**src/hdl/ppi_pkg.sv**
```systemverilog
`default_nettype none

package ppi_pkg;

    typedef enum logic {
        ACT_READ  = 1'b0,
        ACT_WRITE = 1'b1
    } action_t;

    typedef enum logic [1:0] {
        PORT_A    = 2'd0,
        PORT_B    = 2'd1,
        PORT_C    = 2'd2,
        PORT_CTRL = 2'd3
    } port_t;

    localparam logic [7:0] CTRL_RESET  = 8'h9B;
    localparam logic [7:0] ALL_ONES    = 8'hFF;
    localparam logic [7:0] LOW_NIBBLE  = 8'h0F;
    localparam logic [7:0] HIGH_NIBBLE = 8'hF0;

    // control byte bit positions
    localparam int CTRL_MODE_SET_BIT = 7;
    localparam int CTRL_A_IN_BIT     = 4;
    localparam int CTRL_CHI_IN_BIT   = 3;
    localparam int CTRL_B_IN_BIT     = 1;
    localparam int CTRL_CLO_IN_BIT   = 0;

    // port C bit fed by the pad data line
    localparam int PAD_BIT = 4;

    typedef struct packed {
        action_t    action;
        port_t      port_sel;
        logic [7:0] write_data;
        logic       pad_level;
    } req_t;

    typedef struct packed {
        logic [7:0] read_data;
        logic       pad_drive;
        logic       pad_latch;
        logic       pad_clock;
    } res_t;

endpackage

`default_nettype wire

```
**src/hdl/ppi_req_if.sv**
```systemverilog
`default_nettype none

interface ppi_req_if;
    logic       valid;
    logic       ready;
    logic       action;
    logic [1:0] port_sel;
    logic [7:0] write_data;
    logic       pad_level;

    modport source (output valid, action, port_sel, write_data, pad_level, input ready);
    modport sink   (input valid, action, port_sel, write_data, pad_level, output ready);
endinterface

`default_nettype wire

```
**src/hdl/ppi_res_if.sv**
```systemverilog
`default_nettype none

interface ppi_res_if;
    logic       valid;
    logic       ready;
    logic [7:0] read_data;
    logic       pad_drive;
    logic       pad_latch;
    logic       pad_clock;

    modport source (output valid, read_data, pad_drive, pad_latch, pad_clock, input ready);
    modport sink   (input valid, read_data, pad_drive, pad_latch, pad_clock, output ready);
endinterface

`default_nettype wire

```
**src/hdl/ppi_core.sv**
```systemverilog
`default_nettype none

module ppi_core (
    input  wire logic          clk,
    input  wire logic          rst_n,
    input  wire logic          step,
    input  wire ppi_pkg::req_t req,
    output ppi_pkg::res_t      res
);

    logic [7:0] control_byte_reg, control_byte_next;
    logic [7:0] latch_a_reg, latch_a_next;
    logic [7:0] latch_b_reg, latch_b_next;
    logic [7:0] latch_c_reg, latch_c_next;
    logic [7:0] c_sampled;
    logic [7:0] read_data;
    logic       pad_drive;
    logic       a_in, b_in, chi_in, clo_in;

    assign a_in   = control_byte_reg[ppi_pkg::CTRL_A_IN_BIT];
    assign b_in   = control_byte_reg[ppi_pkg::CTRL_B_IN_BIT];
    assign chi_in = control_byte_reg[ppi_pkg::CTRL_CHI_IN_BIT];
    assign clo_in = control_byte_reg[ppi_pkg::CTRL_CLO_IN_BIT];

    always_comb
    begin
        c_sampled = latch_c_reg;
        c_sampled[ppi_pkg::PAD_BIT] = req.pad_level;

        control_byte_next = control_byte_reg;
        latch_a_next      = latch_a_reg;
        latch_b_next      = latch_b_reg;
        latch_c_next      = latch_c_reg;
        read_data         = ppi_pkg::ALL_ONES;
        pad_drive         = 1'b0;

        if (req.action == ppi_pkg::ACT_READ)
        begin
            unique case (req.port_sel)
                ppi_pkg::PORT_A:
                begin
                    if (!a_in)
                        read_data = latch_a_reg;
                end
                ppi_pkg::PORT_B:
                begin
                    if (!b_in)
                        read_data = latch_b_reg;
                end
                ppi_pkg::PORT_C:
                begin
                    latch_c_next = c_sampled;
                    if (!chi_in)
                        read_data = (read_data & ppi_pkg::LOW_NIBBLE)
                                  | (c_sampled & ppi_pkg::HIGH_NIBBLE);
                    if (!clo_in)
                        read_data = (read_data & ppi_pkg::HIGH_NIBBLE)
                                  | (c_sampled & ppi_pkg::LOW_NIBBLE);
                end
                default:
                begin
                end
            endcase
        end
        else
        begin
            unique case (req.port_sel)
                ppi_pkg::PORT_A:
                begin
                    if (!a_in)
                        latch_a_next = req.write_data;
                end
                ppi_pkg::PORT_B:
                begin
                    if (!b_in)
                        latch_b_next = req.write_data;
                end
                ppi_pkg::PORT_C:
                begin
                    latch_c_next = req.write_data;
                end
                default:
                begin
                    if (req.write_data[ppi_pkg::CTRL_MODE_SET_BIT])
                    begin
                        control_byte_next = req.write_data;
                        latch_a_next      = '0;
                        latch_b_next      = '0;
                        latch_c_next      = '0;
                    end
                    else
                    begin
                        // bit set/reset: bits 3..1 pick the bit, bit 0 is its value
                        latch_c_next[req.write_data[3:1]] = req.write_data[0];
                        pad_drive = 1'b1;
                    end
                end
            endcase
        end
    end

    always_ff @(posedge clk or negedge rst_n)
    begin
        if (!rst_n)
        begin
            control_byte_reg <= ppi_pkg::CTRL_RESET;
            latch_a_reg      <= '0;
            latch_b_reg      <= '0;
            latch_c_reg      <= '0;
        end
        else if (step)
        begin
            control_byte_reg <= control_byte_next;
            latch_a_reg      <= latch_a_next;
            latch_b_reg      <= latch_b_next;
            latch_c_reg      <= latch_c_next;
        end
    end

    assign res.read_data = read_data;
    assign res.pad_drive = pad_drive;
    assign res.pad_latch = latch_c_next[0];
    assign res.pad_clock = latch_c_next[1];

    a_mode_set_clears: assert property (@(posedge clk) disable iff (!rst_n)
        (step && req.action == ppi_pkg::ACT_WRITE && req.port_sel == ppi_pkg::PORT_CTRL
         && req.write_data[ppi_pkg::CTRL_MODE_SET_BIT])
        |=> (latch_a_reg == '0 && latch_b_reg == '0 && latch_c_reg == '0))
        else $error("mode set did not clear latches");

    a_drive_is_write: assert property (@(posedge clk) disable iff (!rst_n)
        pad_drive |-> (read_data == ppi_pkg::ALL_ONES))
        else $error("pad drive on a read");

    a_ctrl_held: assert property (@(posedge clk) disable iff (!rst_n)
        !step |=> $stable(control_byte_reg))
        else $error("control byte changed without a request");

endmodule

`default_nettype wire

```
**src/hdl/parallel_port_interface_regs.sv**
```systemverilog
// Mode 0 parallel port register block. Takes one bus request per cycle while
// the result side is not stalled: the request lands in an input register, passes
// through the port access logic, which updates the control byte and the A/B/C
// latches, and its result is held in a result register until taken. Requests
// are handled strictly in order; a stalled result stops the input stage only
// once that stage is also full.
`default_nettype none

module parallel_port_interface_regs (
    input  wire logic   clk,
    input  wire logic   rst_n,
    ppi_req_if.sink     req,
    ppi_res_if.source   res
);

    logic          in_valid_reg;
    ppi_pkg::req_t in_req_reg;
    logic          out_valid_reg;
    ppi_pkg::res_t out_res_reg;
    ppi_pkg::res_t core_res;
    logic          advance;
    logic          in_fire;

    assign advance = in_valid_reg && (!out_valid_reg || res.ready);
    assign req.ready = !in_valid_reg || advance;
    assign in_fire = req.valid && req.ready;

    always_ff @(posedge clk or negedge rst_n)
    begin
        if (!rst_n)
        begin
            in_valid_reg  <= 1'b0;
            out_valid_reg <= 1'b0;
        end
        else
        begin
            if (in_fire)
                in_valid_reg <= 1'b1;
            else if (advance)
                in_valid_reg <= 1'b0;

            if (advance)
                out_valid_reg <= 1'b1;
            else if (res.ready)
                out_valid_reg <= 1'b0;
        end
    end

    always_ff @(posedge clk)
    begin
        if (in_fire)
        begin
            in_req_reg.action     <= ppi_pkg::action_t'(req.action);
            in_req_reg.port_sel   <= ppi_pkg::port_t'(req.port_sel);
            in_req_reg.write_data <= req.write_data;
            in_req_reg.pad_level  <= req.pad_level;
        end
        if (advance)
            out_res_reg <= core_res;
    end

    ppi_core u_core (
        .clk   (clk),
        .rst_n (rst_n),
        .step  (advance),
        .req   (in_req_reg),
        .res   (core_res)
    );

    assign res.valid     = out_valid_reg;
    assign res.read_data = out_res_reg.read_data;
    assign res.pad_drive = out_res_reg.pad_drive;
    assign res.pad_latch = out_res_reg.pad_latch;
    assign res.pad_clock = out_res_reg.pad_clock;

    a_full_stall: assert property (@(posedge clk) disable iff (!rst_n)
        (in_valid_reg && out_valid_reg && !res.ready) |-> !req.ready)
        else $error("request taken while both stages are full");

    a_advance_shows: assert property (@(posedge clk) disable iff (!rst_n)
        advance |=> out_valid_reg)
        else $error("advanced request has no result");

    a_fire_fills: assert property (@(posedge clk) disable iff (!rst_n)
        in_fire |=> in_valid_reg)
        else $error("accepted request lost from input stage");

endmodule

`default_nettype wire

```
**src/flat_wrapper.sv**
```systemverilog
// flat-port wrapper written by rule: the top's interface ports become plain ports
module parallel_port_interface_regs_flat 
  (clk, rst_n, req_valid, req_action, req_port_sel, req_write_data, req_pad_level, req_ready, res_valid, res_read_data, res_pad_drive, res_pad_latch, res_pad_clock, res_ready);
  ppi_req_if req_i ();
  ppi_res_if res_i ();
  input  wire logic clk;
  input  wire logic rst_n;
  input wire logic [$bits(req_i.valid)-1:0] req_valid;
  input wire logic [$bits(req_i.action)-1:0] req_action;
  input wire logic [$bits(req_i.port_sel)-1:0] req_port_sel;
  input wire logic [$bits(req_i.write_data)-1:0] req_write_data;
  input wire logic [$bits(req_i.pad_level)-1:0] req_pad_level;
  output wire logic [$bits(req_i.ready)-1:0] req_ready;
  output wire logic [$bits(res_i.valid)-1:0] res_valid;
  output wire logic [$bits(res_i.read_data)-1:0] res_read_data;
  output wire logic [$bits(res_i.pad_drive)-1:0] res_pad_drive;
  output wire logic [$bits(res_i.pad_latch)-1:0] res_pad_latch;
  output wire logic [$bits(res_i.pad_clock)-1:0] res_pad_clock;
  input wire logic [$bits(res_i.ready)-1:0] res_ready;
  assign req_i.valid = req_valid;
  assign req_i.action = req_action;
  assign req_i.port_sel = req_port_sel;
  assign req_i.write_data = req_write_data;
  assign req_i.pad_level = req_pad_level;
  assign req_ready = req_i.ready;
  assign res_valid = res_i.valid;
  assign res_read_data = res_i.read_data;
  assign res_pad_drive = res_i.pad_drive;
  assign res_pad_latch = res_i.pad_latch;
  assign res_pad_clock = res_i.pad_clock;
  assign res_i.ready = res_ready;
  parallel_port_interface_regs u_core (.clk(clk), .rst_n(rst_n), .req(req_i), .res(res_i));
endmodule
```
**config.mk**
```make
export PLATFORM = sky130hd
export DESIGN_NAME = parallel_port_interface_regs_flat
export DESIGN_NICKNAME = d
export VERILOG_FILES = /design/src/hdl/ppi_pkg.sv /design/src/hdl/ppi_req_if.sv /design/src/hdl/ppi_res_if.sv /design/src/hdl/ppi_core.sv /design/src/hdl/parallel_port_interface_regs.sv /design/src/flat_wrapper.sv
export SDC_FILE = /design/constraint.sdc
export NUM_CORES = 1
export LEC_CHECK = 0
export BUFFER_PORTS_ARGS = -buffer_cell sky130_fd_sc_hd__buf_4
export CORE_MARGIN = 2
export CORE_UTILIZATION = 35
export CTS_BUF_LIST = sky130_fd_sc_hd__clkbuf_16
export CTS_CLUSTER_DIAMETER = 100
export CTS_CLUSTER_SIZE = 24
export DETAILED_ROUTE_END_ITERATION = 8
export RECOVER_POWER = 100
export SYNTH_ARGS = -nofsm -noshare
export SYNTH_HDL_FRONTEND = slang
export SYNTH_SLANG_ARGS = --single-unit
```
**constraint.sdc**
```tcl
create_clock -name clk -period 2.2 [get_ports clk]
set_input_delay 0.44 -clock clk [delete_from_list [all_inputs] [get_ports clk]]
set_output_delay 0.44 -clock clk [all_outputs]
set_load 0.01 [all_outputs]
```
==> implementation parameters <==
Parameter                              Value

Run status
  Outcome ... finished, violations left
  Failing checks ... capacitance limit, slew limit

Logic synthesis
  Mean area per synthesized cell ... 11.7 um2
  Synth Flop Type ... sky130_fd_sc_hd__dfrtp_1
  Most repeated cell in the gate-level netlist after synthesis ... sky130_fd_sc_hd__dfrtp_1
  Gate Count Post-Synth ... 218
  Mux contribution to synthesized area ... 0.109
  Yosys warns ... 0
  Cell area after technology mapping ... 0.00255 mm2
  EDFF count, synth ... 23
  Leading cell types by total area after synthesis ... sky130_fd_sc_hd__edfxtp_1, sky130_fd_sc_hd__dfrtp_1, sky130_fd_sc_hd__mux2i_1
  Area share of fa/ha/maj cells after synthesis ... 0.0344
  Dominant combinational cell family by area after synthesis ... simple AND/OR/NAND/NOR gates
  Number of unique standard cell types used by synthesis ... 38
  Fraction of the mapped netlist area in simple logic gates ... 0.128
  Mapped Nets ... 241
  Synth top cells by count ... sky130_fd_sc_hd__dfrtp_1, sky130_fd_sc_hd__edfxtp_1, sky130_fd_sc_hd__nand2_1, sky130_fd_sc_hd__inv_1, sky130_fd_sc_hd__mux2i_1
  Complex-gate fraction of the synthesized area ... 0.119
  Post-synth top area share ... 0.271
  Sequential-to-total area share from yosys stat ... 0.558
  Total of flip-flops plus latches after synthesis ... 52
  Parity-gate share of the synthesized area counting xor and xnor cells ... 0
  Share of async-settable or async-resettable flops after synthesis ... 0.558
  Cell type contributing the most total cell area after synthesis ... sky130_fd_sc_hd__edfxtp_1

Global route
  GRT Overall Usage ... 0.150
  Pin count of the biggest net entering global routing ... 30
  Wire length of the first global-routing pass ... 8.94 mm
  Antenna violations before repair ... 0
  Global route overflow ... 0
  Via count of the first global-routing pass ... 1695

Placed design
  I/O Buffers ... 28
  Post-DP Area ... 0.00285 mm2
  Final HPWL DP ... 3.61 mm
  Placed instance count ... 338
  GPL Wtd Cong ... 0.875

Timing
  Hold Violations, Final ... 0
  Worst slew slack as a fraction of its limit ... -0.0853
  Max-slew violation count ... 30
  Clk_skew ... 0.00385 ns
  Count of final setup violators ... 0
  RSZ-0062 raised after global routing ... no
  Final Hold Slack ... 0.344 ns
  Crit path time final ... 1.95 ns
  Worst Max-Slew Pin Slew ... 1.63 ns
  Final total negative setup slack ... 0 ns
  Period Utilization, post-route ... 0.887
  Maximum achievable frequency ... 512 MHz

Finish
  Max reg flops ... 12
  Proportion of layout cells with a drive suffix above 1 ... 0.162
  Final standard cell utilization of the core ... 0.408
  Post-synthesis to final-layout area growth ... 14.4%
  Design Area, Final ... 0.00292 mm2
  Number of non-filler instances in the completed layout ... 346
  Ant diodes ... 0
  # nets final ... 269

Floorplan
  Number of ports placed on the die boundary ... 29
  DIE AREA ... 0.00798 mm2
  Die Y-Extent ... 89.3 um
  CORE AREA ... 0.00714 mm2
  Effective utilization at floorplan ... 0.357
  Die width ... 89.3 um
  Number of rows in the core area ... 31

Drt
  Ratio of routed vias to standard cells ... 4.97
  Final wirelength ... 5.20 mm
  Routed length per instance ... 15.0 um
  Drt pass-1 iters ... 4
  Iteration-0 DRC count of the detailed router ... 89
  Post-route antenna net violation count ... 0
  Count of vias placed by the detailed router ... 1721
  DRC violations left ... 0

Clock tree
  Number of clock sinks ... 52
  Post-CTS sizing ... 0
  Hold buffers post-CTS ... 0
  CTS HTree Levels ... 2
  Cell chosen for the clock root ... sky130_fd_sc_hd__clkbuf_16
  Number of buffers created by CTS ... 5
  Largest buffer count on any clock path ... 2
  Number of buffers inserted to repair setup after CTS ... 0
  Worst-skew pair later-pin latency ... 0.29 ns
  CTS tree ... yes
  Reg clk slew, reported paths ... 0.07 ns

Worst setup path
  Maximum net fanout on the critical path ... 9
  Kind of end point of the critical path ... register
  Element type at the critical path start ... register
  Crit path DAT ... 2.11 ns
  Critical path required time ... 2.36 ns
  Startpoint-to-endpoint class of the critical path ... register to register

Power and ir drop
  P per Cell Area ... 864 mW/mm2
  Max rail drop VDD ... 370 uV
  Leakage component of the power ... 1.27 nW

Flow run
  Max-cap violations ... 1

Min path
  Hold Path Class ... primary input to register
==> cell usage in the layout (no fill, tap or decap), types with 4 or more instances in the layout <==
master	n
sky130_fd_sc_hd__a22o_1	6
sky130_fd_sc_hd__edfxtp_1	23
sky130_fd_sc_hd__inv_1	20
sky130_fd_sc_hd__mux2_2	5
sky130_fd_sc_hd__nor2_1	8
sky130_fd_sc_hd__nand2_1	23
sky130_fd_sc_hd__clkbuf_16	6
sky130_fd_sc_hd__nor2b_1	5
sky130_fd_sc_hd__buf_4	5
sky130_fd_sc_hd__clkbuf_1	14
sky130_fd_sc_hd__a21oi_1	11
sky130_fd_sc_hd__mux2i_1	16
sky130_fd_sc_hd__dfrtp_1	25
sky130_fd_sc_hd__ha_1	7
sky130_fd_sc_hd__clkbuf_4	12
sky130_fd_sc_hd__o21ai_0	10
sky130_fd_sc_hd__nand3_1	9
sky130_fd_sc_hd__dfstp_2	4
sky130_fd_sc_hd__a22oi_1	8
==> logic make-up (layout without fill, tap and decap cells) <==
| kind of cell | count (synthesis) | after routing |
|---|---|---|
| AO/OA/AOI/OAI | 43 | 43 |
| flip-flops | 52 | 52 |
| buffers and inverters | 30 | 59 |
| AND/OR/NAND/NOR | 61 | 61 |
| adder cells (fa/ha/maj) | 7 | 7 |
| multiplexers | 25 | 25 |
==> power breakdown <==
group / leakage, nW / total, W / internal, W / switching, W
registers: 0.581 / 0.00133 / 0.00121 / 0.000118
clock network: 0.0832 / 0.000831 / 0.000485 / 0.000345
logic: 0.605 / 0.000362 / 0.000170 / 0.000193
total: 1.27 / 0.00252 / 0.00186 / 0.000656
==> through the flow <==
step                      worst slack, ns  total power [W]
final                               0.248          0.00252
after global routing                0.108          0.00267
after detailed placement            0.344          0.00175
after global placement              0.441          0.00174
after floorplan                     0.463          0.00159
after CTS                           0.332          0.00259
==> area by class of cell <==
cell class                      count  area [um2]
Clock inverter                      2        8.76
Sequential cell                    52        1420
Multi-Input combinational cell    136         955
Tap cell                           99         124
Timing Repair Buffer               32         185
Clock buffer                        6         150
Inverter                           19        71.3
Fill cell                         717        4220
==> per-layer routing <==
metal / track usage / vias to the layer above / share of wire
met2: 0.215 / 51 / 0.45
met3: 0.0323 / 8 / 0.050
met5: 0 / - / 0
met4: 0.0624 / 0 / 0.022
li1: - / 827 / -
met1: 0.219 / 835 / 0.48
==> critical path, stage by stage, from the launching register on <==
cell,delay (ns)
sky130_fd_sc_hd__edfxtp_1,0.43
sky130_fd_sc_hd__inv_1,0.11
sky130_fd_sc_hd__ha_1,0.24
sky130_fd_sc_hd__clkbuf_2,0.21
sky130_fd_sc_hd__a211oi_1,0.23
sky130_fd_sc_hd__nand2_1,0.38
sky130_fd_sc_hd__mux2i_1,0.22
==> path summary, 6_finish.rpt <==
path,cells after the start,endpoint,slack (ns),start
min in group asynchronous,1,u_core.in_valid_reg$_DFFE_PN0P_,0.55,rst_n
max,6,u_core.u_core.latch_a_reg[6]$_DFFE_PN0P_,0.25,u_core.in_req_reg[9]$_DFFE_PP_
min reg2reg,1,u_core.u_core.latch_c_reg[6]$_DFFE_PN0P_,0.51,u_core.u_core.latch_c_reg[6]$_DFFE_PN0P_
max in group asynchronous,1,u_core.u_core.latch_a_reg[5]$_DFFE_PN0P_,0.69,rst_n
max reg2reg,6,u_core.u_core.latch_a_reg[6]$_DFFE_PN0P_,0.25,u_core.in_req_reg[9]$_DFFE_PP_
min,2,u_core.in_valid_reg$_DFFE_PN0P_,0.34,req_valid
Note: power is estimated with default switching activity, not from simulation.
